`src/rtl/sde_ram.sv`:
```
// simple dual-port synchronous ram, one write and one registered read port
`timescale 1ns / 1ps
module sde_ram #(
  parameter int W = 8,
  parameter int D = 16
) (
  input  logic                           clk_i,
  input  logic                           we_i,
  input  logic [((D > 1) ? $clog2(D) : 1)-1:0] waddr_i,
  input  logic [W-1:0]                   wdata_i,
  input  logic                           re_i,
  input  logic [((D > 1) ? $clog2(D) : 1)-1:0] raddr_i,
  output logic [W-1:0]                   rdata_o
);

  logic [W-1:0] mem [D];

  // write port
  always_ff @(posedge clk_i) begin
    if (we_i) begin
      mem[waddr_i] <= wdata_i;
    end
  end

  // registered read port
  always_ff @(posedge clk_i) begin
    if (re_i) begin
      rdata_o <= mem[raddr_i];
    end
  end

endmodule

```
`config.mk`:
```
export PLATFORM = sky130hd
export DESIGN_NAME = sde_ram
export DESIGN_NICKNAME = d
export VERILOG_FILES = /design/src/rtl/sde_ram.sv
export SDC_FILE = /design/constraint.sdc
export NUM_CORES = 1
export LEC_CHECK = 0
export BUFFER_PORTS_ARGS = -buffer_cell sky130_fd_sc_hd__buf_2
export CAP_MARGIN = 10
export CORE_UTILIZATION = 25
export CTS_CLUSTER_DIAMETER = 100
export DETAILED_ROUTE_END_ITERATION = 8
export GPL_ROUTABILITY_DRIVEN = 1
export HOLD_SLACK_MARGIN = 0.1
export PLACE_DENSITY_LB_ADDON = 0.05
export SLEW_MARGIN = 30
export SYNTH_ARGS = -nofsm -noshare
export SYNTH_HDL_FRONTEND = slang
export SYNTH_SLANG_ARGS = --single-unit
```
`constraint.sdc`:
```
create_clock -name clk_i -period 5.9 [get_ports clk_i]
set_input_delay 1.18 -clock clk_i [delete_from_list [all_inputs] [get_ports clk_i]]
set_output_delay 1.18 -clock clk_i [all_outputs]
set_load 0.005 [all_outputs]
```
Yosys cells after proc, flatten, opt, wreduce, memory -nomap -nowiden. Memory sizes are Yosys's and may differ from the RTL's. A register that Yosys moved wholly into a read port is not among the register bits. Index checks and enable logic that the tools add are counted.

Muxes and demuxes: 2.

Operators by type and width (number): 1-bit 2-to-1 mux (2).

Register bits after elaboration: 0. Memory bits (writable): 128. Word-level logic and storage cells: 3. Memories: 1.

Memory list: mem (words 16, bits a word 8, read ports 1, clocked after Yosys merged registers in 1, wr ports 1, RTL line 16) `logic [W-1:0] mem [D];`.

Depth between registers and ports, before layout.
Depth in word-level cells: 2. Gate-level depth with buffers: 5.

Worst setup path before layout. OpenSTA, ideal clock, no wires.

Path type: input to register. Start: in waddr_i[2] in the netlist's numbering. End: mem mem[0][0] (enable). Setup time: 383 ps. Data arrival time: 2290 ps. Data required time: 5517 ps. Slack: 3227 ps. Stages on the path: 2. Buffers on the path: 0. Cell sequence: or3b_2 -> nor3_1.

RTL lines: from (decl) (RTL line 9) `input logic [((D > 1) ? $clog2(D) : 1)-1:0] waddr_i,`; to (decl) (RTL line 16).

Straight into the memory's write port.

==> impl_metrics.sql <==
INSERT INTO impl_metrics (metric_group, metric, value, unit) VALUES
('synthesis', 'synth.ff_latch_count', '136', ''),
('detailed_routing', 'drc', '0', ''),
('synthesis', 'synthCells', '229', ''),
('timing', 'period_share', '44.4', '%'),
('detailed_routing', 'wirelength', '12400', 'µm'),
('timing', 'slew_limit_headroom', '36.9', '%'),
('grt', 'grt_pass1_wl', '18100', 'µm'),
('grt', 'first_global_vias', '2638', ''),
('outcome', 'run_status', 'completed', ''),
('worst_setup_path', 'timing.critical_path.max_delay_family', 'buffers and inverters', ''),
('detailed_routing', 'detailroute.wirelength.met2', '5840', 'µm'),
('clocking', 'post_cts_resize_count', '0', ''),
('clocking', 'cts_clock_pin_slew_for_the_worst_setup_and_hold_paths', '60', 'ps'),
('clocking', 'cts.repair_timing.setup_buffer_count', '0', ''),
('timing', 'final.min_clock_period', '2620', 'ps'),
('worst_setup_path', 'crit_path_end_kind', 'flip-flop', ''),
('clocking', 'clock_buffer_count_from_cts', '17', ''),
('die', 'horizontal_die_dimension', '147', 'µm'),
('timing', 'max_slew.worst_pin.slew', '944', 'ps'),
('worst_setup_path', 'ff2ff_setup_slack', '4310', 'ps'),
('detailed_routing', 'route.vias.total', '2436', ''),
('cells_and_area', 'area_growth_synth_to_finish', '21.8', '%'),
('detailed_routing', 'via_count_normalized_by_instance_count', '4.41', ''),
('synthesis', 'yosysTopAreaCellShare', '78.1', '%'),
('die', 'floorplan.die_area', '21500', 'µm²'),
('synthesis', 'yosys-top-cells-count', '136 x edfxtp_1, 18 x mux4_2, 16 x a22oi_1, 14 x mux4_1, 13 x nor2_1', ''),
('cells_and_area', 'final_util', '31.3', '%'),
('synthesis', 'synth_edf_count', '136', ''),
('timing', 'setup_failing_eps_final', '0', ''),
('timing', 'fin_skew', '6.70', 'ps'),
('clocking', 'cts-root-buf', 'clkbuf_16', ''),
('worst_setup_path', 'required', '6030', 'ps'),
('timing', 'number_of_pins_exceeding_their_max_slew_limit_in_the_final_report', '0', ''),
('synthesis', 'synth.largest_area_cell', 'edfxtp_1', ''),
('timing', 'rsz0062_at_grt', 'false', ''),
('power', 'design_power_total', '0.00242', 'W'),
('detailed_routing', 'top_signal_layer_used', 'met4', ''),
('detailed_routing', 'met3_wirelength', '469', 'µm'),
('min_path', 'worst_min_delay_path_endpoint', 'rdata_o[0]', ''),
('clocking', 'cts_hold_repair.buffers', '0', ''),
('timing', 'finalHoldViolations', '0', ''),
('synthesis', 'synthMostInstantiatedCell', 'edfxtp_1', ''),
('die', 'row_count', '52', ''),
('min_path', 'min_path_type', 'flip-flop to flip-flop', ''),
('place', 'portBuffers', '26', ''),
('detailed_routing', 'antenna_violating_nets_post_route', '0', ''),
('worst_setup_path', 'cp_max_stage_cell', 'buf_2', ''),
('worst_setup_path', 'reg2reg_depth', '3', ''),
('cells_and_area', 'antenna_cells', '0', ''),
('worst_setup_path', 'critical_path.n_buffers_inverters', '1', ''),
('synthesis', 'syn_area_per_cell', '22.8', 'µm²'),
('worst_setup_path', 'reg2reg_from', 'mem[9][4]', ''),
('clocking', 'clkSinkCount', '136', ''),
('detailed_routing', 'drt_pass1_iterations', '4', ''),
('place', 'dp_worst_setup_slack', '2470', 'ps'),
('timing', 'final_critical_path_setup_slack', '3280', 'ps'),
('clocking', 'ctsLongestPathBuffers', '2', ''),
('synthesis', 'ys.flop_type', 'edfxtp_1', ''),
('worst_setup_path', 'worstPathMaxFanout', '32', ''),
('die', 'boundaryPins', '27', ''),
('clocking', 'h-tree-depth', '4', ''),
('detailed_routing', 'drt-initial-drc-count', '145', ''),
('place', 'hpwlAfterDp', '7700', 'µm'),
('cells_and_area', 'design.final.nets', '289', ''),
('die', 'core_area', '20400', 'µm²'),
('power', 'cellPowerDensity', '381', 'nW/µm²'),
('min_path', 'min_delay_path_depth', '3', ''),
('synthesis', 'synth.yosys.warnings', '0', ''),
('timing', 'maxClockFrequency', '382', 'MHz'),
('place', 'place.gp.congestion', '0.632', ''),
('min_path', 'timing.hold.worst.start', 'mem[4][0]', '');
## layout by cell type (no fill, tap or decap)
master,count
edfxtp_1,136
buf_2,25
mux4_2,18
clkbuf_16,17
a22oi_1,16
mux4_1,14
nor2_2,11
nand2_1,9
bufinv_16,7
buf_4,7
nor3_1,4
clkinvlp_4,3
nor2_1,2
nand3b_1,2
nand2b_1,2
clkinv_2,2
nor2b_1,1
and2_1,1
and2b_1,1
nand3_1,1
or3b_2,1
clkinv_4,1
clkbuf_1,1
## worst register-to-register path: cells and delay by family (launching register included)
kind	cells	cell delay, ps
DFF	1	350
muxes	1	500
AOI/OAI and AO/OA	1	290
and+or+nand+nor	1	170
## final cells by class
cell class                 instances  area [µm²]
tap                              270         338
fill                            1937       14000
multi-input combinational         83        1080
sequential                       136        4080
clock inverter                    13         251
timing repair buffer              32         178
clock buffer                      18         429
## cell families after synthesis
logic type      count (synthesis)  synth area share (%)
flops                         136                  78.1
mux                            32                  14.8
simple gates                   35                  3.14
compound gates                 16                  2.30
buf+inv                        10                  1.65
## through the flow
step           cells  area, µm²  hold WS (ps)
3_5_place_dp     521       5680           750
4_1_cts          552       6360           761
6_report         552       6360           753
3_3_place_gp     521       5650           743
2_1_floorplan    229       5230           705
5_1_grt          552       6360           798
## per-layer routing
layer	global-route usage, %	vias up
li1	-	1064
met1	16.8	1296
met2	19.2	63
met3	3.81	13
met4	4.22	0
met5	0	-
## where the power goes
group          switching [W]  internal, W  leakage, nW  total (W)
clock network       0.000397     0.000832        0.322    0.00123
registers         0.00000587      0.00109         1.24    0.00109
logic              0.0000618    0.0000390        0.504   0.000101
total               0.000465      0.00196         2.06    0.00242
## sequential cells by signal (all words and copies together), names as in the netlist
register  cells
mem         128
rdata_o       8
## worst max path at each step
| stage | slack [ps] | to | cells after the start | start |
|---|---|---|---|---|
| finish | 3280 | rdata_o[4] | 4 | raddr_i[1] |
| global route | 3140 | rdata_o[3] | 5 | raddr_i[0] |
| CTS | 2920 | rdata_o[5] | 5 | raddr_i[0] |
| detailed placement | 2470 | rdata_o[0] | 5 | raddr_i[0] |
| global placement | 2470 | rdata_o[2] | 5 | raddr_i[0] |
| floorplan | 3230 | mem[0][0] | 2 | waddr_i[2] |
(Power assumes the default switching activity.)
