**config.mk**
```make
export PLATFORM = sky130hd
export DESIGN_NAME = sde_mac
export DESIGN_NICKNAME = d
export VERILOG_FILES = /design/src/rtl/sde_pkg.sv /design/src/rtl/sde_mac.sv
export SDC_FILE = /design/constraint.sdc
export NUM_CORES = 1
export LEC_CHECK = 0
export ABC_AREA = 1
export BUFFER_PORTS_ARGS = -buffer_cell sky130_fd_sc_hd__clkbuf_2
export CORE_MARGIN = 2
export CORE_UTILIZATION = 28
export DETAILED_ROUTE_END_ITERATION = 8
export PLACE_DENSITY = 0.45
export SETUP_SLACK_MARGIN = 0.15
export SLEW_MARGIN = 20
export SYNTH_ARGS = -nofsm -noshare
export SYNTH_HDL_FRONTEND = slang
export SYNTH_SLANG_ARGS = --single-unit
```
**constraint.sdc**
```tcl
create_clock -name clk_i -period 5.1 [get_ports clk_i]
set_input_delay 0.255 -clock clk_i [delete_from_list [all_inputs] [get_ports clk_i]]
set_output_delay 0.255 -clock clk_i [all_outputs]
set_load 0.02 [all_outputs]
```
**src/rtl/sde_pkg.sv**
```systemverilog
// shared types, codes and helpers for the sparse dag network evaluator
`timescale 1ns / 1ps
package sde_pkg;

  // operation codes of an input word
  localparam logic [1:0] OP_NEURON = 2'd0;
  localparam logic [1:0] OP_EDGE   = 2'd1;
  localparam logic [1:0] OP_PREP   = 2'd2;
  localparam logic [1:0] OP_INPUT  = 2'd3;

  // status codes of a result word
  localparam logic [1:0] ST_OK      = 2'd0;
  localparam logic [1:0] ST_MISSING = 2'd1;
  localparam logic [1:0] ST_CYCLE   = 2'd2;
  localparam logic [1:0] ST_NOPREP  = 2'd3;

  // configuration register indexes
  localparam logic [1:0] REG_INPUT_COUNT  = 2'd0;
  localparam logic [1:0] REG_OUTPUT_COUNT = 2'd1;

  localparam int CountMax = 32;

  typedef struct packed {
    logic [1:0]         op;
    logic [5:0]         neuron_slot;
    logic [7:0]         edge_slot;
    logic               present;
    logic [5:0]         source_neuron;
    logic [5:0]         target_neuron;
    logic signed [15:0] value;
    logic               edge_enabled;
    logic               input_last;
  } in_word_t;

  typedef struct packed {
    logic [1:0]         status;
    logic signed [23:0] out_value;
    logic [4:0]         out_position;
    logic               last;
  } out_word_t;

  // neuron table entry
  typedef struct packed {
    logic               exists;
    logic signed [15:0] bias;
  } neuron_t;

  // connection table entry
  typedef struct packed {
    logic               valid;
    logic               enabled;
    logic [5:0]         source;
    logic [5:0]         target;
    logic signed [15:0] weight;
  } edge_t;

  // multiply-accumulate control
  typedef struct packed {
    logic load;
    logic add;
  } mac_ctrl_t;

  // clamp a register write into 1..32
  function automatic logic [5:0] clamp_count(logic [5:0] v);
    logic [5:0] r;
    r = v;
    if (v == 6'd0) r = 6'd1;
    else if (v > 6'(CountMax)) r = 6'(CountMax);
    return r;
  endfunction

endpackage

```
**src/rtl/sde_mac.sv**
```systemverilog
// weight times value accumulator with round, saturate and relu
`timescale 1ns / 1ps
module sde_mac #(
  parameter int ACC_W = 50
) (
  input  logic               clk_i,
  input  logic               rst_ni,
  input  sde_pkg::mac_ctrl_t ctrl_i,
  input  logic signed [15:0] bias_i,
  input  logic signed [15:0] weight_i,
  input  logic signed [23:0] value_i,
  output logic signed [23:0] result_o
);
  import sde_pkg::*;

  logic signed [39:0]      prod_q;
  logic                    add_q;
  logic signed [ACC_W-1:0] acc_q;
  logic signed [ACC_W-1:0] rnd;
  logic signed [ACC_W-1:0] shr;

  // product stage
  always_ff @(posedge clk_i or negedge rst_ni) begin
    if (!rst_ni) begin
      add_q <= 1'b0;
    end else begin
      add_q <= ctrl_i.add;
    end
  end

  always_ff @(posedge clk_i) begin
    if (ctrl_i.add) begin
      prod_q <= weight_i * value_i;
    end
  end

  // accumulate stage, bias enters scaled by 4096
  always_ff @(posedge clk_i) begin
    if (ctrl_i.load) begin
      acc_q <= ACC_W'(bias_i) <<< 12;
    end else if (add_q) begin
      acc_q <= acc_q + ACC_W'(prod_q);
    end
  end

  // round half up, saturate, clamp at zero
  assign rnd = acc_q + ACC_W'(2048);
  assign shr = rnd >>> 12;

  always_comb begin
    if (shr[ACC_W-1]) begin
      result_o = '0;
    end else if (|shr[ACC_W-2:23]) begin
      result_o = 24'sh7FFFFF;
    end else begin
      result_o = shr[23:0];
    end
  end

endmodule

```
### Word level (Yosys, flattened, before mapping)

Cells that the tools add are included.

| word-level totals | value |
|---|---|
| register bits after elaboration | 91 |
| latch bits | 0 |
| bits in writable memories | 0 |
| ROM bits | 0 |
| input bits | 60 |
| logic and storage cells | 13 |
| memories kept | 0 |

| operators by class | value |
|---|---|
| add/sub/neg operators | 2 |
| multiply operators | 1 |
| divide/modulo/power cells | 0 |
| order comparisons | 0 |
| equal/unequal tests | 0 |
| shift operators | 0 |
| mux-type cells | 4 |
| bitwise logic cells | 0 |
| reduce and logical (&&, ||, !) cells | 2 |

Operators by type and width:

| cell | count |
|---|---|
| two-way mux 50 bit | 2 |
| adder 50 x 13 -> 50 bit (second input constant) | 1 |
| adder 50 x 40 -> 50 bit | 1 |
| two-way mux 24 bit | 2 |
| multiplier 16 x 24 -> 40 bit | 1 |
| OR reduction 15 bit | 1 |
| nonzero test 2 bit | 1 |

### Logic depth before layout (Yosys ltp)

| logic depth | value |
|---|---|
| depth after elaboration | 4 |
| depth in mapped cells | 27 |
| mapped depth without buffers | 25 |

### Worst setup path after synthesis

OpenSTA, ideal clock, no wires.

| timing path | value |
|---|---|
| kind | input to register |
| from | in value_i[23] |
| to | reg prod_q[39] (data pin) |
| library setup time | 260 ps |
| arrival | 5391 ps |
| required time | 4840 ps |
| path slack | -551 ps |
| stages | 23 |
| path buffers | 1 |
| cells stage by stage | clkbuf_1 > nand2_1 > fa_1 > inv_1 > fa_1 > inv_1 > fa_1 > inv_1 > fa_1 > fa_1 > inv_1 > fa_1 > inv_1 > ha_1 > nand2_1 > nor2_1 > inv_1 > nor2_1 > inv_1 > nor3_1 > nand3_1 > nand3_1 > xnor2_1 |

| on the way | value |
|---|---|
| cells in the longest elaborated chain, start to end | 1 |

Ends and longest elaborated chain:

| element | RTL line | text |
|---|---|---|
| from (decl) | sde_mac.sv:11 | `input logic signed [23:0] value_i,` |
| multiplier 16 x 24 -> 40 bit | sde_mac.sv:33 | `prod_q <= weight_i * value_i;` |
| to (signal assigned) | sde_mac.sv:33 |  |
| to (decl) | sde_mac.sv:16 | `logic signed [39:0] prod_q;` |

No other way between the ends.
A chain may end at the register's enable or synchronous reset.

### Worst setup path in the final report

| timing path | value |
|---|---|
| from | in weight_i[5] |
| to | reg prod_q[36] (data pin) |

| on the way | value |
|---|---|
| cells in the longest elaborated chain, start to end | 1 |

Ends and longest elaborated chain:

| element | RTL line | text |
|---|---|---|
| from (decl) | sde_mac.sv:10 | `input logic signed [15:0] weight_i,` |
| multiplier 16 x 24 -> 40 bit | sde_mac.sv:33 |  |

No other way between the ends.

==> impl_metrics.csv <==
group,metric,value,unit
status,outcome,"finished, violations left",
status,violations,"negative setup slack",
cells_and_area,fillers,8534,
detailed_routing,drtAntennaViolNets,0,
clocking,cts_tree,"yes",
setup_path,rrSetupSlack,1.71,ns
clocking,clkTransAtPathRegs,0.06,ns
sta,grt_setup_unrepaired,"yes",
hold_path,min_path_type,"input port to flop",
detailed_routing,firstDrtPassIters,5,
clocking,cts_buffers,9,
sta,skew,0.0158,ns
sta,finalHoldViolations,0,
grt,use_met1,0.246,
grt,grt_overflow,0,
grt,grt_max_degree,50,
setup_path,worst_path_max_delay_cell,"fa_1",
synthesis,synth.avg_cell_area,7.14,sq um
placed_design,post-dp-hpwl,63.9,mm
floorplanning,die_h,290,um
clocking,htree_levels,3,
synthesis,synthAdderAreaFrac,0.408,
setup_path,path_max_fanout,7,
grt,grt_usage,0.181,
synthesis,syn_nets,3794,
synthesis,synth_warnings,0,
clocking,cts_sinks,91,
sta,setup_viol,11,
detailed_routing,drt_iter0_markers,881,
synthesis,synth_top_cell_by_area,"fa_1",
synthesis,yosys-top-cells-area,"fa_1 (33%), nand2_1 (15%), inv_1 (13%)",
grt,antenna_found_initial,0,
cells_and_area,nNetsFinal,4130,
floorplanning,rows,104,
synthesis,yosysTopAreaCellShare,0.327,
floorplanning,floorplan.core_area,0.0808,sq mm
detailed_routing,drc,0,
cells_and_area,syn_to_final_growth,29.2,%
grt,use_met2,0.315,
setup_path,cp_common_cell,"inv_2",
setup_path,critPathRequiredTime,5.21,ns
setup_path,crit_path_end,"prod_q[36]",
synthesis,synth-compound-area-share,0.0634,
sta,fmax,191,MHz
sta,min_period,5.24,ns
placed_design,pre_cts_slack,-0.771,ns
cells_and_area,drive_gt1_frac,0.219,
synthesis,synth_edf_count,78,
placed_design,dp.cells,4536,
synthesis,synth_xor_xnor_area_share,0.0306,
placed_design,numPortBuffers,82,
sta,fin_ws,-0.135,ns
sta,worst_pin_slew,0.977,ns
synthesis,syn-cell-area,0.0229,sq mm
setup_path,rr_endpoint,"acc_q[20]",
setup_path,critical_path.top_delay_family,"adder cells",
setup_path,crit_cells,25,
synthesis,syn_inst,3211,
cells_and_area,antenna_cells,0,
sta,finalMaxSlewViolations,0,
run,cap_violations,0,
synthesis,yosysSeqAreaShare,0.114,
clocking,clockRootBuffer,"clkbuf_16",
floorplanning,die_w,290,um
setup_path,startpoint,"weight_i[5]",
synthesis,synthMuxAreaShare,0,
setup_path,critPathMaxStageDelay,0.57,ns
floorplanning,boundaryPins,84,
clocking,clk_path_buf_depth,2,
clocking,clk_latency,0.37,ns
setup_path,cp.buffers_inverters,10,
setup_path,r2r_cells,12,
synthesis,synth_flop_cell,"edfxtp_1",
detailed_routing,wl,74.8,mm
setup_path,criticalPathCategory,"input port to flop",
floorplanning,initial_core_util,0.284,
cells_and_area,final_cells,4612,
setup_path,worstSetupStartpointType,"input port",
sta,slew_headroom,0.349,
setup_path,r2r_start,"prod_q[0]",
synthesis,ys_ff_latch,91,
grt,grt_busiest_layer,"met2",
grt,grt_pass1_vias,21900,
synthesis,synth_top_family_by_area,"adder cells",
floorplanning,die_area,0.0842,sq mm
synthesis,synthArstFlopShare,0.0110,
synthesis,synth_simple_gate_area_frac,0.234,
grt,grt_use_met3,0.0119,
grt,grt_pass1_wl,121,mm
setup_path,arrival,5.35,ns
detailed_routing,wl_per_cell,16.2,um
detailed_routing,viasPerCell,4.45,
placed_design,gp_congestion,0.936,
setup_path,crit_path_end_kind,"flop",
sta,fin_crit_sh,1.03,
cells_and_area,final_area,0.0296,sq mm
synthesis,synth.distinct_cells,38,
detailed_routing,num_vias,20500,
placed_design,dpl-instance-area,0.0272,sq mm
synthesized netlist by cell type (2+ instances only):
master,n
nand2_1,887
inv_1,816
fa_1,375
nor2_1,260
ha_1,148
nand3_1,115
a21oi_1,113
o21ai_0,96
clkbuf_1,83
edfxtp_1,78
xor2_1,51
xnor2_1,29
nand4_1,20
nor3_1,18
o21bai_1,15
a31oi_1,13
dfxtp_1,12
o22ai_1,11
nand3b_1,10
or2_2,10
a21o_1,8
nor2_2,7
o211ai_1,6
buf_4,5
and2_1,3
inv_2,3
nand2_2,3
nor2_4,3
o21a_1,3
buf_1,2
timing repair:
| action | CTS | global route |
|---|---|---|
| hold endpoints to repair | 1 | 0 |
| setup buffers | 37 | 16 |
| gates cloned | 4 | 2 |
| pin swaps | 152 | 52 |
| gates resized for setup | 308 | 108 |
| setup endpoints to repair | 29 | 29 |
| hold buffers | 1 | 0 |
placed cells by master (no fill, tap or decap), types with 8 or more instances in the layout:
cell / Yosys / routed
a21o_1: 8 / 8
a21oi_1: 113 / 89
a21oi_2: 0 / 14
a21oi_4: 0 / 10
buf_12: 0 / 33
buf_4: 5 / 252
buf_6: 0 / 42
clkbuf_16: 0 / 13
clkbuf_2: 0 / 59
dfxtp_1: 12 / 12
edfxtp_1: 78 / 78
fa_1: 375 / 344
fa_2: 0 / 31
ha_1: 148 / 116
ha_4: 0 / 30
inv_1: 816 / 753
inv_2: 3 / 62
nand2_1: 887 / 820
nand2_2: 3 / 44
nand2_4: 0 / 23
nand3_1: 115 / 97
nand3_2: 1 / 18
nand3b_1: 10 / 10
nand4_1: 20 / 20
nor2_1: 260 / 218
nor2_2: 7 / 24
nor2_4: 3 / 28
nor3_1: 18 / 12
o21ai_0: 96 / 74
o21ai_2: 0 / 12
o21bai_1: 15 / 11
o22ai_1: 11 / 11
xnor2_1: 29 / 28
xor2_1: 51 / 41
xor2_2: 0 / 9
state kept, by name, indices dropped and copies added (netlist names):
| register | count |
|---|---|
| prod_q | 40 |
| acc_q | 50 |
| add_q | 1 |
area by class of cell:
type                       instances  area [sq um]  share of cell area
tap                             1060          1330              0.0448
clock buffer                      13           250             0.00845
multi-input combinational       2210         18600               0.627
clock inverter                     3          16.3            0.000549
sequential                        91          2610              0.0880
timing repair buffer             415          3770               0.127
inverter                         820          3090               0.104
cell families after synthesis:
kind of cell    count (synthesis)
compound gates                267
simple gates                 1339
buf+inv                       910
xor+xnor                       80
flops                          91
other cells                     1
fa+ha+maj                     523
worst register-to-register path, stage by stage (launching register included):
cell and delay [ns]:
edfxtp_1 0.34, ha_1 0.30, inv_1 0.15, fa_1 0.51, o21ai_0 0.59, nand2_1 0.12, nand2_1 0.27, nand2_1 0.09
nand2_1 0.24, a21oi_1 0.14, or2_2 0.29, nand3_1 0.07, nand2_1 0.05
metal layers:
metal / up-vias / part of all wire
li1: 10200 / -
met2: 410 / 0.48
met5: - / 0
met1: 9864 / 0.47
met4: 0 / 0.023
met3: 86 / 0.032
metrics by stage:
stage,util,hold slack (ns),setup TNS (ns)
4_1_cts,0.360,0.162,-0.428
5_1_grt,0.367,0.177,-4.32
3_5_place_dp,0.337,0.0329,-15.06
3_3_place_gp,0.337,0.0309,-14.27
2_1_floorplan,-,-0.0406,-0.0622
6_report,0.367,0.166,-0.650
worst min path at each step:
stage	depth (start not counted)	to	slack, ns	start
2_1_floorplan	0	add_q	-0.04	rst_ni
3_3_place_gp	1	add_q	0.03	rst_ni
3_5_place_dp	1	add_q	0.03	rst_ni
4_1_cts	3	acc_q[13]	0.16	bias_i[1]
5_1_grt	3	acc_q[21]	0.18	bias_i[9]
6_report	3	acc_q[13]	0.17	bias_i[1]
Power is not shown: default switching activity piles up to over one toggle a cycle in this logic, so the estimate is an artifact.
